==> src/lds_pkg.sv <==
`timescale 1ns / 1ps
`default_nettype none
package lds_pkg;

	localparam int NUM_VERTICES = 3;
	localparam int NORMAL_WIDTH = 16;
	localparam int WEIGHT_W     = 16;
	localparam int LIGHT_W      = 16;
	localparam int LEVEL_W      = 16;
	localparam int SHADE_W      = 17;
	localparam int SLOT_W       = 2;
	localparam int CFG_IDX_W    = 3;

	// interpolated normal, dot product and squared lengths
	localparam int NSUM_W = NORMAL_WIDTH + WEIGHT_W + 3;
	localparam int NI_W   = NSUM_W - (WEIGHT_W - 1);
	localparam int DOT_W  = NI_W + LIGHT_W + 2;
	localparam int NN_W   = 2 * NI_W + 2;
	localparam int LL_W   = 2 * LIGHT_W + 2;

	// square roots and division
	localparam int RAD_W      = 64;
	localparam int ROOT_W     = RAD_W / 2;
	localparam int SQRT_STEPS = RAD_W / 2;
	localparam int SQN_SHIFT  = 2 * (29 - NORMAL_WIDTH);
	localparam int SQL_SHIFT  = 30;
	localparam int D_W        = 2 * ROOT_W;
	localparam int DIV_FRAC   = 60 - NORMAL_WIDTH;
	localparam int DVD_W      = DOT_W + DIV_FRAC;
	localparam int CNT_W      = $clog2(DVD_W);

	localparam logic [SHADE_W-1:0] TERM_ONE  = SHADE_W'(65536);
	localparam logic [SHADE_W-1:0] SHADE_MAX = SHADE_W'(131071);

	localparam logic [CFG_IDX_W-1:0] CFG_LIGHT_X  = CFG_IDX_W'(0);
	localparam logic [CFG_IDX_W-1:0] CFG_LIGHT_Y  = CFG_IDX_W'(1);
	localparam logic [CFG_IDX_W-1:0] CFG_LIGHT_Z  = CFG_IDX_W'(2);
	localparam logic [CFG_IDX_W-1:0] CFG_AMBIENT  = CFG_IDX_W'(3);
	localparam logic [CFG_IDX_W-1:0] CFG_DIFFUSE  = CFG_IDX_W'(4);

	localparam logic signed [LIGHT_W-1:0] LIGHT_X_RST = LIGHT_W'(1280);
	localparam logic signed [LIGHT_W-1:0] LIGHT_Y_RST = LIGHT_W'(512);
	localparam logic signed [LIGHT_W-1:0] LIGHT_Z_RST = LIGHT_W'(2560);
	localparam logic [LEVEL_W-1:0]        AMBIENT_RST = LEVEL_W'(13107);
	localparam logic [LEVEL_W-1:0]        DIFFUSE_RST = LEVEL_W'(45875);

	localparam logic CMD_LOAD  = 1'b0;
	localparam logic CMD_SHADE = 1'b1;

	typedef enum logic [3:0] {
		ST_IDLE,
		ST_INTERP,
		ST_DOT,
		ST_CHECK,
		ST_SQN,
		ST_SQL_INIT,
		ST_SQL,
		ST_MUL,
		ST_DIV_INIT,
		ST_DIV,
		ST_SHADE,
		ST_OUT
	} lds_state_t;

	typedef struct packed {
		logic load_normal;
		logic capture;
		logic interp;
		logic dot;
		logic sqn_init;
		logic sql_init;
		logic sqrt_step;
		logic mul;
		logic div_init;
		logic div_step;
		logic shade;
		logic out_load;
	} lds_cmd_t;

	typedef struct packed {
		logic zero_term;
	} lds_stat_t;

endpackage
`default_nettype wire

==> src/lds_controller.sv <==
`timescale 1ns / 1ps
`default_nettype none
module lds_controller import lds_pkg::*; (
	input  wire       clk,
	input  wire       arst_n,
	input  wire       in_valid,
	input  wire       in_cmd,
	output logic      in_ready,
	output logic      out_valid,
	input  wire       out_ready,
	input  lds_stat_t stat,
	output lds_cmd_t  cmd
);

	lds_state_t       state_q, state_next;
	logic [CNT_W-1:0] cnt_q;
	logic             accept, last, out_free;

	assign in_ready = (state_q == ST_IDLE);
	assign accept   = in_valid && in_ready;
	assign out_free = !out_valid || out_ready;

	always_comb begin
		if (state_q == ST_DIV)
			last = (cnt_q == CNT_W'(DVD_W - 1));
		else
			last = (cnt_q == CNT_W'(SQRT_STEPS - 1));
	end

	always_comb begin
		state_next = state_q;
		case (state_q)
			ST_IDLE:     if (accept && in_cmd == CMD_SHADE) state_next = ST_INTERP;
			ST_INTERP:   state_next = ST_DOT;
			ST_DOT:      state_next = ST_CHECK;
			ST_CHECK:    state_next = stat.zero_term ? ST_SHADE : ST_SQN;
			ST_SQN:      if (last) state_next = ST_SQL_INIT;
			ST_SQL_INIT: state_next = ST_SQL;
			ST_SQL:      if (last) state_next = ST_MUL;
			ST_MUL:      state_next = ST_DIV_INIT;
			ST_DIV_INIT: state_next = ST_DIV;
			ST_DIV:      if (last) state_next = ST_SHADE;
			ST_SHADE:    state_next = ST_OUT;
			ST_OUT:      if (out_free) state_next = ST_IDLE;
			default:     state_next = ST_IDLE;
		endcase
	end

	always_comb begin
		cmd             = '0;
		cmd.load_normal = accept && (in_cmd == CMD_LOAD);
		cmd.capture     = accept && (in_cmd == CMD_SHADE);
		case (state_q)
			ST_INTERP:   cmd.interp    = 1'b1;
			ST_DOT:      cmd.dot       = 1'b1;
			ST_CHECK:    cmd.sqn_init  = !stat.zero_term;
			ST_SQN:      cmd.sqrt_step = 1'b1;
			ST_SQL_INIT: cmd.sql_init  = 1'b1;
			ST_SQL:      cmd.sqrt_step = 1'b1;
			ST_MUL:      cmd.mul       = 1'b1;
			ST_DIV_INIT: cmd.div_init  = 1'b1;
			ST_DIV:      cmd.div_step  = 1'b1;
			ST_SHADE:    cmd.shade     = 1'b1;
			ST_OUT:      cmd.out_load  = out_free;
			default: ;
		endcase
	end

	always_ff @(posedge clk or negedge arst_n) begin
		if (!arst_n) begin
			state_q   <= ST_IDLE;
			cnt_q     <= '0;
			out_valid <= 1'b0;
		end else begin
			state_q <= state_next;
			if ((cmd.sqrt_step || cmd.div_step) && !last)
				cnt_q <= cnt_q + CNT_W'(1);
			else
				cnt_q <= '0;
			if (cmd.out_load)
				out_valid <= 1'b1;
			else if (out_ready)
				out_valid <= 1'b0;
		end
	end

endmodule
`default_nettype wire

==> config.mk <==
export PLATFORM = sky130hd
export DESIGN_NAME = lds_controller
export DESIGN_NICKNAME = d
export VERILOG_FILES = /design/src/lds_pkg.sv /design/src/lds_controller.sv
export SDC_FILE = /design/constraint.sdc
export NUM_CORES = 1
export LEC_CHECK = 0
export BUFFER_PORTS_ARGS = -buffer_cell sky130_fd_sc_hd__buf_2
export CAP_MARGIN = 20
export CORE_MARGIN = 2
export CORE_UTILIZATION = 53
export CTS_BUF_LIST = sky130_fd_sc_hd__clkbuf_8
export CTS_CLUSTER_SIZE = 30
export DETAILED_ROUTE_END_ITERATION = 10
export HOLD_SLACK_MARGIN = 0.02
export PLACE_DENSITY = 0.89
export SYNTH_ARGS = -nofsm -noshare
export SYNTH_HDL_FRONTEND = slang
export SYNTH_SLANG_ARGS = --single-unit
==> constraint.sdc <==
create_clock -name clk -period 2.2 [get_ports clk]
set_input_delay 0.22 -clock clk [delete_from_list [all_inputs] [get_ports clk]]
set_output_delay 0.22 -clock clk [all_outputs]
set_load 0.02 [all_outputs]
==> results.ini, run 1 <==
[status]
status=finished clean

[floorplan]
start_util_pct=56.15
dieArea_sq_um=1692
core_sq_um=1301
fp.dieW_um=41.13
rows=13
ios=20
die_y_um=41.13

[final_layout]
final_nets=108
drive_above_1_share_pct=27.27
num_antenna_cells=0
final_cell_area_sq_um=878.3
n_fill_cell=115
seqCellArea_sq_um=300.3
syn2layout_area_growth_pct=20.21
final_util_pct=67.50
fin_cells=114
multi_input_area_sq_um=412.9

[worst_setup_path]
worstSetupEndpointType=flop
path_buf_inv=0
worstPathMaxFanout=5
worst_ep_arrival_time_ns=1.84
slowest_delay_ns=0.54
slowest_stage=or4b_1
path_delay_family=simple AND/OR/NAND/NOR gates
crit_chain=or4b_1 > o21ai_2 > nand3_2 > mux2_1
required_ns=2.31
critPathLaunch=cnt_q[1]$_DFF_PN0_
critPathKind=flop to flop
r2r_start=cnt_q[1]$_DFF_PN0_
start_kind=flop

[logic_synthesis]
yosysTopAreaCellShare_pct=41.10
yosysTopAreaCell=dfrtp_1
seq_area_frac_synth_pct=41.10
synth_seq_cells=12
synth.yosys.warnings=0
ys.flop_type=dfrtp_1
synth_edf_count=0
synth_area_leaders=dfrtp_1, nor2_1, xor2_1, mux2_1, nand2b_1
synthCells=80
synth.most_common_cell=nor2_1
syn_nets=87
synth_cell_types=33
syn_area_per_cell_sq_um=9.134
synth_area_sq_um=730.7
synth.top_cells.by_count=nor2_1, dfrtp_1, nand2b_1, nor3_1
synthArstFlopShare_pct=100.0

[placed_design]
gp_congestion=0.7346
dp_slack_ns=0.5153
io_buffer_count=19
hpwl_um=1122
dp.cells=110
dpl_cell_area_sq_um=827.0

[detailed_routing]
drc=0
ant_nets=0
dr.pass1.iters=4
num_vias=650
wire_per_inst_um=13.96
wirelength_um=1592
dr.first_iter.drc_count=5
via_per_inst=5.702

[pwr]
power_leakage_nw=0.4235
seqPwrFrac_pct=37.5
p_comb_share_pct=43.8
irDropWorstVdd_uv=649.9
intPower_w=0.0005875
switching_share_pct=43.48
clock_power_share_pct=18.7
power_density_nw_per_um2=1183
power.switching_w=0.0004519

[sta]
layout_min_cycle_time_ns=1.728
tns_ns=0
finalSetupViolCount=0
finalMaxSlewViolations=0
fmax_ghz=0.5786
fin_skew_ns=0.005155
rsz0062_at_grt=false
finalHoldViolations=0
fin_ws_ns=0.4716
slew_headroom_pct=73.43
fin_crit_sh_pct=78.56
tightest_slew_ns=0.3985

[hold_path]
min_path_type=primary input to flop
min_from=out_ready

[cts]
post-cts-setup-buffer-count=0
cts_made_buffers=3
cts_hold_buf=1
clk_pin_slew_worst_paths_ns=0.05
postCtsResizedCells=0
tritoncts=done
cts.path.max_buffers=2
cts-root-buf=clkbuf_8
clock-sinks=12
clock_latency_ns=0.24
htreeDepth=1

[grt]
grt_pass1_vias=561
grt_overflow=0
track_usage_pct=21.83
grt_max_degree=15
grt_pass1_wl_um=2332
grt_antenna_before_repair=0

[job]
cap_violations=0

sequential cells by signal, summed over array words and instances (netlist names):
name	count
state_q	4
out_valid	1
cnt_q	7
metal layers:
| layer | track usage [%] | wire length [um] | vias to the layer above |
|---|---|---|---|
| met4 | 14.52 | 50 | 0 |
| met3 | 3.261 | 84 | 7 |
| met1 | 23.65 | 628 | 297 |
| met5 | 0 | 0 | - |
| met2 | 38.67 | 829 | 25 |
| li1 | - | - | 321 |
worst min-delay path, stage by stage:
cell and delay, ns:
buf_2 0.08, nor2b_1 0.05, a21o_1 0.15
area by class of cell:
type | instances | share of cell area (%)
timing repair buffer | 20 | 11.97
clock buffer | 3 | 4.701
multi-input combinational | 64 | 47.01
tap | 15 | 2.137
sequential | 12 | 34.19
logic make-up (layout without fill, tap and decap cells):
logic type,Yosys count,count (layout),synth area share [%]
mux,3,3,4.623
simple gates,46,46,35.96
fa+ha+maj,1,1,1.712
compound gates,9,9,8.220
buf+inv,4,23,2.398
flops,12,12,41.10
xor+xnor,5,5,5.993
placed cells by master (no fill, tap or decap), drive strengths merged, types with 2 or more instances in the layout:
| master | netlist | routed |
|---|---|---|
| a21oi | 2 | 2 |
| and2 | 2 | 2 |
| and3 | 2 | 2 |
| buf | 2 | 19 |
| clkbuf | 2 | 3 |
| dfrtp | 12 | 12 |
| mux2 | 3 | 3 |
| nand2 | 3 | 3 |
| nand2b | 5 | 5 |
| nand3 | 5 | 5 |
| nor2 | 13 | 13 |
| nor2b | 3 | 3 |
| nor3 | 5 | 5 |
| nor4 | 2 | 2 |
| o21ai | 3 | 3 |
| xor2 | 4 | 4 |
power by group through the flow:
stage | sequential (W) | combinational, W | clock, W
after floorplan | 0.000337 | 0.000389 | 0
after global placement | 0.000382 | 0.000441 | 0
after detailed placement | 0.000389 | 0.000457 | 0
after CTS | 0.000388 | 0.000460 | 0.000199
after global routing | 0.000402 | 0.000514 | 0.000206
final | 0.000390 | 0.000455 | 0.000194
path summary, 6_finish.rpt:
path	to	slack, ns	depth (start not counted)
worst max register to register	state_q[0]$_DFFE_PN0P_	0.47	4
max in group asynchronous	state_q[1]$_DFFE_PN0P_	1.59	2
worst min-delay path	out_valid$_DFFE_PN0P_	0.30	3
worst min register to register	cnt_q[0]$_DFF_PN0_	0.54	1
worst max-delay path	state_q[0]$_DFFE_PN0P_	0.47	4
min in group asynchronous	cnt_q[5]$_DFF_PN0_	0.39	2
stage by stage:
| step | hold WS (ns) | power, W |
|---|---|---|
| after floorplan | -0.07559 | 0.0007254 |
| after global placement | 0.1037 | 0.0008230 |
| after detailed placement | 0.1095 | 0.0008458 |
| after CTS | 0.2987 | 0.001047 |
| after global routing | 0.3211 | 0.001122 |
| final | 0.2996 | 0.001039 |
Note: power is estimated with default switching activity, not from simulation.
==> run 2, diff against run 1 <==
Clock period 2.2 ns to 1.67 ns, I/O delays scaled along.
==> results.ini, run 2 (synthesis results as in run 1) <==
[status]
status=finished clean  ; unchanged

[worst_setup_path]
start_kind=flop  ; unchanged
crit_path_end=state_q[0]$_DFFE_PN0P_  ; unchanged
worstPathMaxFanout=3  ; was 5
reg2reg_depth=4  ; unchanged
critPathKind=flop to flop  ; unchanged
r2r_start=cnt_q[3]$_DFF_PN0_  ; was cnt_q[1]$_DFF_PN0_
worstSetupEndpointType=flop  ; unchanged
worst_ep_arrival_time_ns=1.78  ; was 1.84 ns
r2r_slack_ns=0.02  ; was 0.47 ns
r2r_end=state_q[0]$_DFFE_PN0P_  ; unchanged
required_ns=1.80  ; was 2.31 ns
critPathLaunch=cnt_q[3]$_DFF_PN0_  ; was cnt_q[1]$_DFF_PN0_

[floorplan]
start_util_pct=56.15  ; unchanged
fp.dieW_um=41.13  ; unchanged
die_y_um=41.13  ; unchanged
dieArea_sq_um=1692  ; unchanged
ios=20  ; unchanged
rows=13  ; unchanged
core_sq_um=1301  ; unchanged

[detailed_routing]
dr.pass1.iters=4  ; unchanged
ant_nets=0  ; unchanged
wire_per_inst_um=14.06  ; was 13.96 um
num_vias=707  ; was 650
wirelength_um=1701  ; was 1592 um
dr.first_iter.drc_count=29  ; was 5
drc=0  ; unchanged
via_per_inst=5.843  ; was 5.702

[placed_design]
io_buffer_count=19  ; unchanged
dp.cells=117  ; was 110
dpl_cell_area_sq_um=893.4  ; was 827.0 sq um
hpwl_um=1264  ; was 1122 um
gp_congestion=0.7795  ; was 0.7346

[pwr]
irDropWorstVdd_uv=921.1  ; was 649.9 uV
power_density_nw_per_um2=1567  ; was 1183 nW/um^2
power_leakage_nw=0.4661  ; was 0.4235 nW

[final_layout]
fin_cells=121  ; was 114
layout_commonest_cell=buf_2  ; unchanged
largestRegisters=cnt_q: 7 flops, state_q: 4 flops, out_valid: 1 flops  ; unchanged
largest_register=cnt_q  ; unchanged
final_util_pct=74.04  ; was 67.50%
num_antenna_cells=0  ; unchanged
final_cell_area_sq_um=963.4  ; was 878.3 sq um
drive_above_1_share_pct=37.74  ; was 27.27%
final_nets=115  ; was 108
syn2layout_area_growth_pct=31.85  ; was 20.21%
final_cell_mix=buf_2, nor2_1, dfrtp_1, buf_4, nand2b_1  ; was buf_2, nor2_1, dfrtp_1, nand2b_1, nor3_1
n_fill_cell=100  ; was 115
largest_register_ffs=7  ; unchanged

[sta]
fmax_ghz=0.6051  ; was 0.5786 GHz
fin_crit_sh_pct=98.96  ; was 78.56%
finalHoldViolations=0  ; unchanged
layout_min_cycle_time_ns=1.653  ; was 1.728 ns
tightest_slew_ns=0.2818  ; was 0.3985 ns
fin_worst_hold_slack_ns=0.2420  ; was 0.2996 ns
finalMaxSlewViolations=0  ; unchanged
tns_ns=0  ; unchanged
finalSetupViolCount=0  ; unchanged
slew_headroom_pct=81.08  ; was 73.43%
rsz0062_at_grt=true  ; was false
fin_skew_ns=0.008274  ; was 0.005155 ns

[grt]
grt_pass1_vias=586  ; was 561
grt_antenna_before_repair=0  ; unchanged
track_usage_pct=24.60  ; was 21.83%
grt_max_degree=13  ; was 15
grt_overflow=0  ; unchanged
grt_pass1_wl_um=2518  ; was 2332 um

[cts]
tritoncts=done  ; unchanged
cts.path.max_buffers=2  ; unchanged
clk_pin_slew_worst_paths_ns=0.05  ; about the same
cts_made_buffers=3  ; unchanged
htreeDepth=1  ; unchanged
clock-sinks=12  ; unchanged
cts-root-buf=clkbuf_8  ; unchanged
clock_latency_ns=0.25  ; was 0.24 ns

[hold_path]
min_path_type=primary input to flop  ; unchanged

[job]
cap_violations=0  ; unchanged

==> run 2: changes by cell type in the layout (fill, tap and decap cells not counted), sizes merged <==
cell	delta
buf	+7
==> run 2: worst min path at each step <==
stage	slack (ns)	endpoint	startpoint	cells past startpoint
floorplan	-0.13	cnt_q[0]$_DFF_PN0_	arst_n	0
global placement	0.05	cnt_q[5]$_DFF_PN0_	arst_n	1
detailed placement	0.05	cnt_q[5]$_DFF_PN0_	arst_n	1
CTS	0.24	out_valid$_DFFE_PN0P_	out_ready	3
global route	0.28	out_valid$_DFFE_PN0P_	out_ready	3
finish	0.24	out_valid$_DFFE_PN0P_	out_ready	3
==> run 2: area by class of cell <==
| type | instances | area [sq um] | area share [%] |
|---|---|---|---|
| clock buffer | 3 | 41.29 | 4.286 |
| multi-input combinational | 64 | 444.2 | 46.10 |
| sequential | 12 | 301.5 | 31.30 |
| tap | 15 | 18.77 | 1.948 |
| timing repair buffer | 27 | 157.7 | 16.36 |
==> run 2: critical path, stage by stage, from the launching register on <==
cell and delay [ns]:
dfrtp_1 0.38, or4b_4 0.55, o21ai_4 0.17, nand3_2 0.11, mux2_1 0.33
==> run 2: metrics by stage <==
step | worst slack, ns | power (W)
2_1_floorplan | 0.006414 | 0.0009838
3_3_place_gp | 0.1014 | 0.001182
3_5_place_dp | 0.02446 | 0.001213
4_1_cts | 0.02319 | 0.001484
5_1_grt | -0.01534 | 0.001616
6_report | 0.01743 | 0.001510
==> run 2: power breakdown <==
group	total (W)	switching, W	internal [W]
clock network	0.000266	0.000107	0.000159
logic	0.000786	0.000453	0.000333
registers	0.000457	0.0000933	0.000364
total	0.00151	0.000654	0.000856
==> run 2: metal layers <==
metal / vias up / wire, um / part of all wire [%] / track usage, %
met5: - / 0 / 0 / 0
li1: 331 / - / - / -
met4: 0 / 61 / 3.6 / 17.74
met3: 8 / 127 / 7.5 / 10.87
met2: 34 / 849 / 50 / 36.72
met1: 334 / 662 / 39 / 27.55
==> run 2: repair_timing <==
action	in CTS	in global routing
setup buffers	0	0
hold buffers	1	0
endpoints found under the hold margin	12	0
gates resized for setup	0	6
endpoints found under the setup margin	0	8
==> run 3, diff against run 2 <==
Settings changed: CORE_UTILIZATION 53 to 30, PLACE_DENSITY 0.89 to 0.59.
==> results.ini, run 3 (synthesis results as in run 1) <==
[grt]
grt_pass1_wl_um=2573  ; was 2518 um
grt_pass1_vias=596  ; was 586
grt_max_degree=13  ; unchanged
grt_antenna_before_repair=0  ; unchanged
track_usage_pct=12.89  ; was 24.60%
grt_overflow=0  ; unchanged

[detailed_routing]
ant_nets=0  ; unchanged
dr.first_iter.drc_count=3  ; was 29
drc=0  ; unchanged
dr.pass1.iters=4  ; unchanged
wirelength_um=1588  ; was 1701 um
via_per_inst=5.090  ; was 5.843
wire_per_inst_um=11.85  ; was 14.06 um
num_vias=682  ; was 707

[pwr]
power.switching_w=0.0006295  ; was 0.0006538 W
seqPwrFrac_pct=32.5  ; was 30.3%
clock_power_share_pct=16.9  ; was 17.6%
p_comb_share_pct=50.6  ; was 52.1%
intPower_w=0.0008630  ; was 0.0008561 W
power_w=0.001492  ; was 0.001510 W
power_density_nw_per_um2=1535  ; was 1567 nW/um^2
switching_share_pct=42.18  ; was 43.30%
power_leakage_nw=0.4675  ; was 0.4661 nW
irDropWorstVdd_uv=553.5  ; was 921.1 uV

[sta]
fin_crit_sh_pct=96.66  ; was 98.96%
slew_headroom_pct=79.01  ; was 81.08%
fmax_ghz=0.6195  ; was 0.6051 GHz
fin_skew_ns=0.004586  ; was 0.008274 ns
tightest_slew_ns=0.3148  ; was 0.2818 ns
rsz0062_at_grt=true  ; unchanged
finalMaxSlewViolations=0  ; unchanged
finalSetupViolCount=0  ; unchanged
finalHoldViolations=0  ; unchanged
layout_min_cycle_time_ns=1.614  ; was 1.653 ns
fin_worst_hold_slack_ns=0.2565  ; was 0.2420 ns
tns_ns=0  ; unchanged

[cts]
cts-root-buf=clkbuf_8  ; unchanged
htreeDepth=1  ; unchanged
tritoncts=done  ; unchanged
cts.path.max_buffers=2  ; unchanged
clk_pin_slew_worst_paths_ns=0.05  ; about the same
clock-sinks=12  ; unchanged
clock_latency_ns=0.24  ; was 0.25 ns
cts_made_buffers=3  ; unchanged
post-cts-setup-buffer-count=0  ; unchanged

[hold_path]
min_path_type=primary input to flop  ; unchanged

[final_layout]
syn2layout_area_growth_pct=33.05  ; was 31.85%
multi_input_area_sq_um=435.4  ; was 444.2 sq um
final_nets=115  ; unchanged
fin_cells=134  ; was 121
num_antenna_cells=0  ; unchanged
layout_commonest_cell=buf_2  ; unchanged
largestRegisters=cnt_q: 7 flops, state_q: 4 flops, out_valid: 1 flops  ; unchanged
largest_register=cnt_q  ; unchanged
drive_above_1_share_pct=37.74  ; unchanged
final_cell_mix=buf_2, nor2_1, dfrtp_1, buf_4  ; was buf_2, nor2_1, dfrtp_1, buf_4, nand2b_1
seqCellArea_sq_um=302.8  ; was 301.5 sq um
n_fill_cell=233  ; was 100
largest_register_ffs=7  ; unchanged

[floorplan]
start_util_pct=32.41  ; was 56.15%
fp.dieW_um=53.35  ; was 41.13 um
ios=20  ; unchanged
die_y_um=53.35  ; was 41.13 um
core_sq_um=2255  ; was 1301 sq um
rows=17  ; was 13
dieArea_sq_um=2846  ; was 1692 sq um

[worst_setup_path]
path_buf_inv=0  ; unchanged
critPathKind=flop to flop  ; unchanged
slowest_delay_ns=0.53  ; was 0.55 ns
worstSetupEndpointType=flop  ; unchanged
required_ns=1.78  ; was 1.80 ns
start_kind=flop  ; unchanged
worst_ep_arrival_time_ns=1.73  ; was 1.78 ns
crit_chain=or4b_4 > o21ai_2 > nand3_2 > mux2_1  ; was or4b_4 > o21ai_4 > nand3_2 > mux2_1
worstPathMaxFanout=3  ; unchanged
slowest_stage=or4b_4  ; unchanged
path_delay_family=simple AND/OR/NAND/NOR gates  ; unchanged

[placed_design]
io_buffer_count=19  ; unchanged
dp.cells=130  ; was 117
hpwl_um=1219  ; was 1264 um
gp_congestion=0.7300  ; was 0.7795

[status]
status=finished clean  ; unchanged

[job]
cap_violations=0  ; unchanged

-- run 3: cell types whose count changed in the layout (fill, tap and decap cells not counted) --
cell	delta
dfrtp_1	-1
dfrtp_2	+1
mux2_2	-1
mux2_4	+1
nor3_1	+1
nor3_2	-1
o21ai_2	+1
o21ai_4	-1
-- run 3: final cells by class --
class | instances | share of cell area [%]
timing repair buffer | 27 | 16.22
clock buffer | 3 | 4.247
sequential | 12 | 31.15
multi-input combinational | 64 | 44.79
tap | 28 | 3.604
-- run 3: power groups by stage --
stage | combinational [W] | clock (W) | sequential, W
6_report | 0.000755 | 0.000253 | 0.000484
4_1_cts | 0.000739 | 0.000263 | 0.000482
3_3_place_gp | 0.000719 | 0 | 0.000482
5_1_grt | 0.000837 | 0.000275 | 0.000508
3_5_place_dp | 0.000735 | 0 | 0.000487
2_1_floorplan | 0.000526 | 0 | 0.000458
-- run 3: worst min-delay path, stage by stage --
cell and delay [ns]:
buf_2 0.08, nor2b_1 0.06, a21o_1 0.15
-- run 3: final timing paths --
kind                                    start                     end  slack (ns)  depth (start not counted)
setup / recovery           cnt_q[3]$_DFF_PN0_  state_q[1]$_DFFE_PN0P_        0.06                          4
hold / removal                      out_ready   out_valid$_DFFE_PN0P_        0.26                          3
setup reg to reg           cnt_q[3]$_DFF_PN0_  state_q[1]$_DFFE_PN0P_        0.06                          4
hold reg to reg            cnt_q[0]$_DFF_PN0_      cnt_q[0]$_DFF_PN0_        0.54                          1
max in group asynchronous              arst_n  state_q[2]$_DFFE_PN0P_        1.10                          2
min in group asynchronous              arst_n      cnt_q[1]$_DFF_PN0_        0.33                          2
-- run 3: metrics by stage --
stage,util (%),cell area (sq um),setup WS (ns)
after global routing,43.12,972.2,-0.02630
after floorplan,-,744.5,0.006414
final,43.12,972.2,0.05577
after global placement,40.34,909.6,0.09822
after detailed placement,40.34,909.6,0.06681
after CTS,42.62,960.9,0.02096
-- run 3: per-layer routing --
metal | vias up | wire [um] | track usage [%]
li1 | 338 | - | -
met1 | 320 | 722 | 14.26
met2 | 21 | 748 | 22.43
met3 | 3 | 88 | 2.542
met4 | 0 | 29 | 7.692
met5 | - | 0 | 0
-- run 3: timing repair --
| item | in CTS | in global routing |
|---|---|---|
| setup endpoints to repair | 0 | 10 |
| endpoints found under the hold margin | 12 | 0 |
| hold buffers | 1 | 0 |
| resized for setup | 0 | 5 |
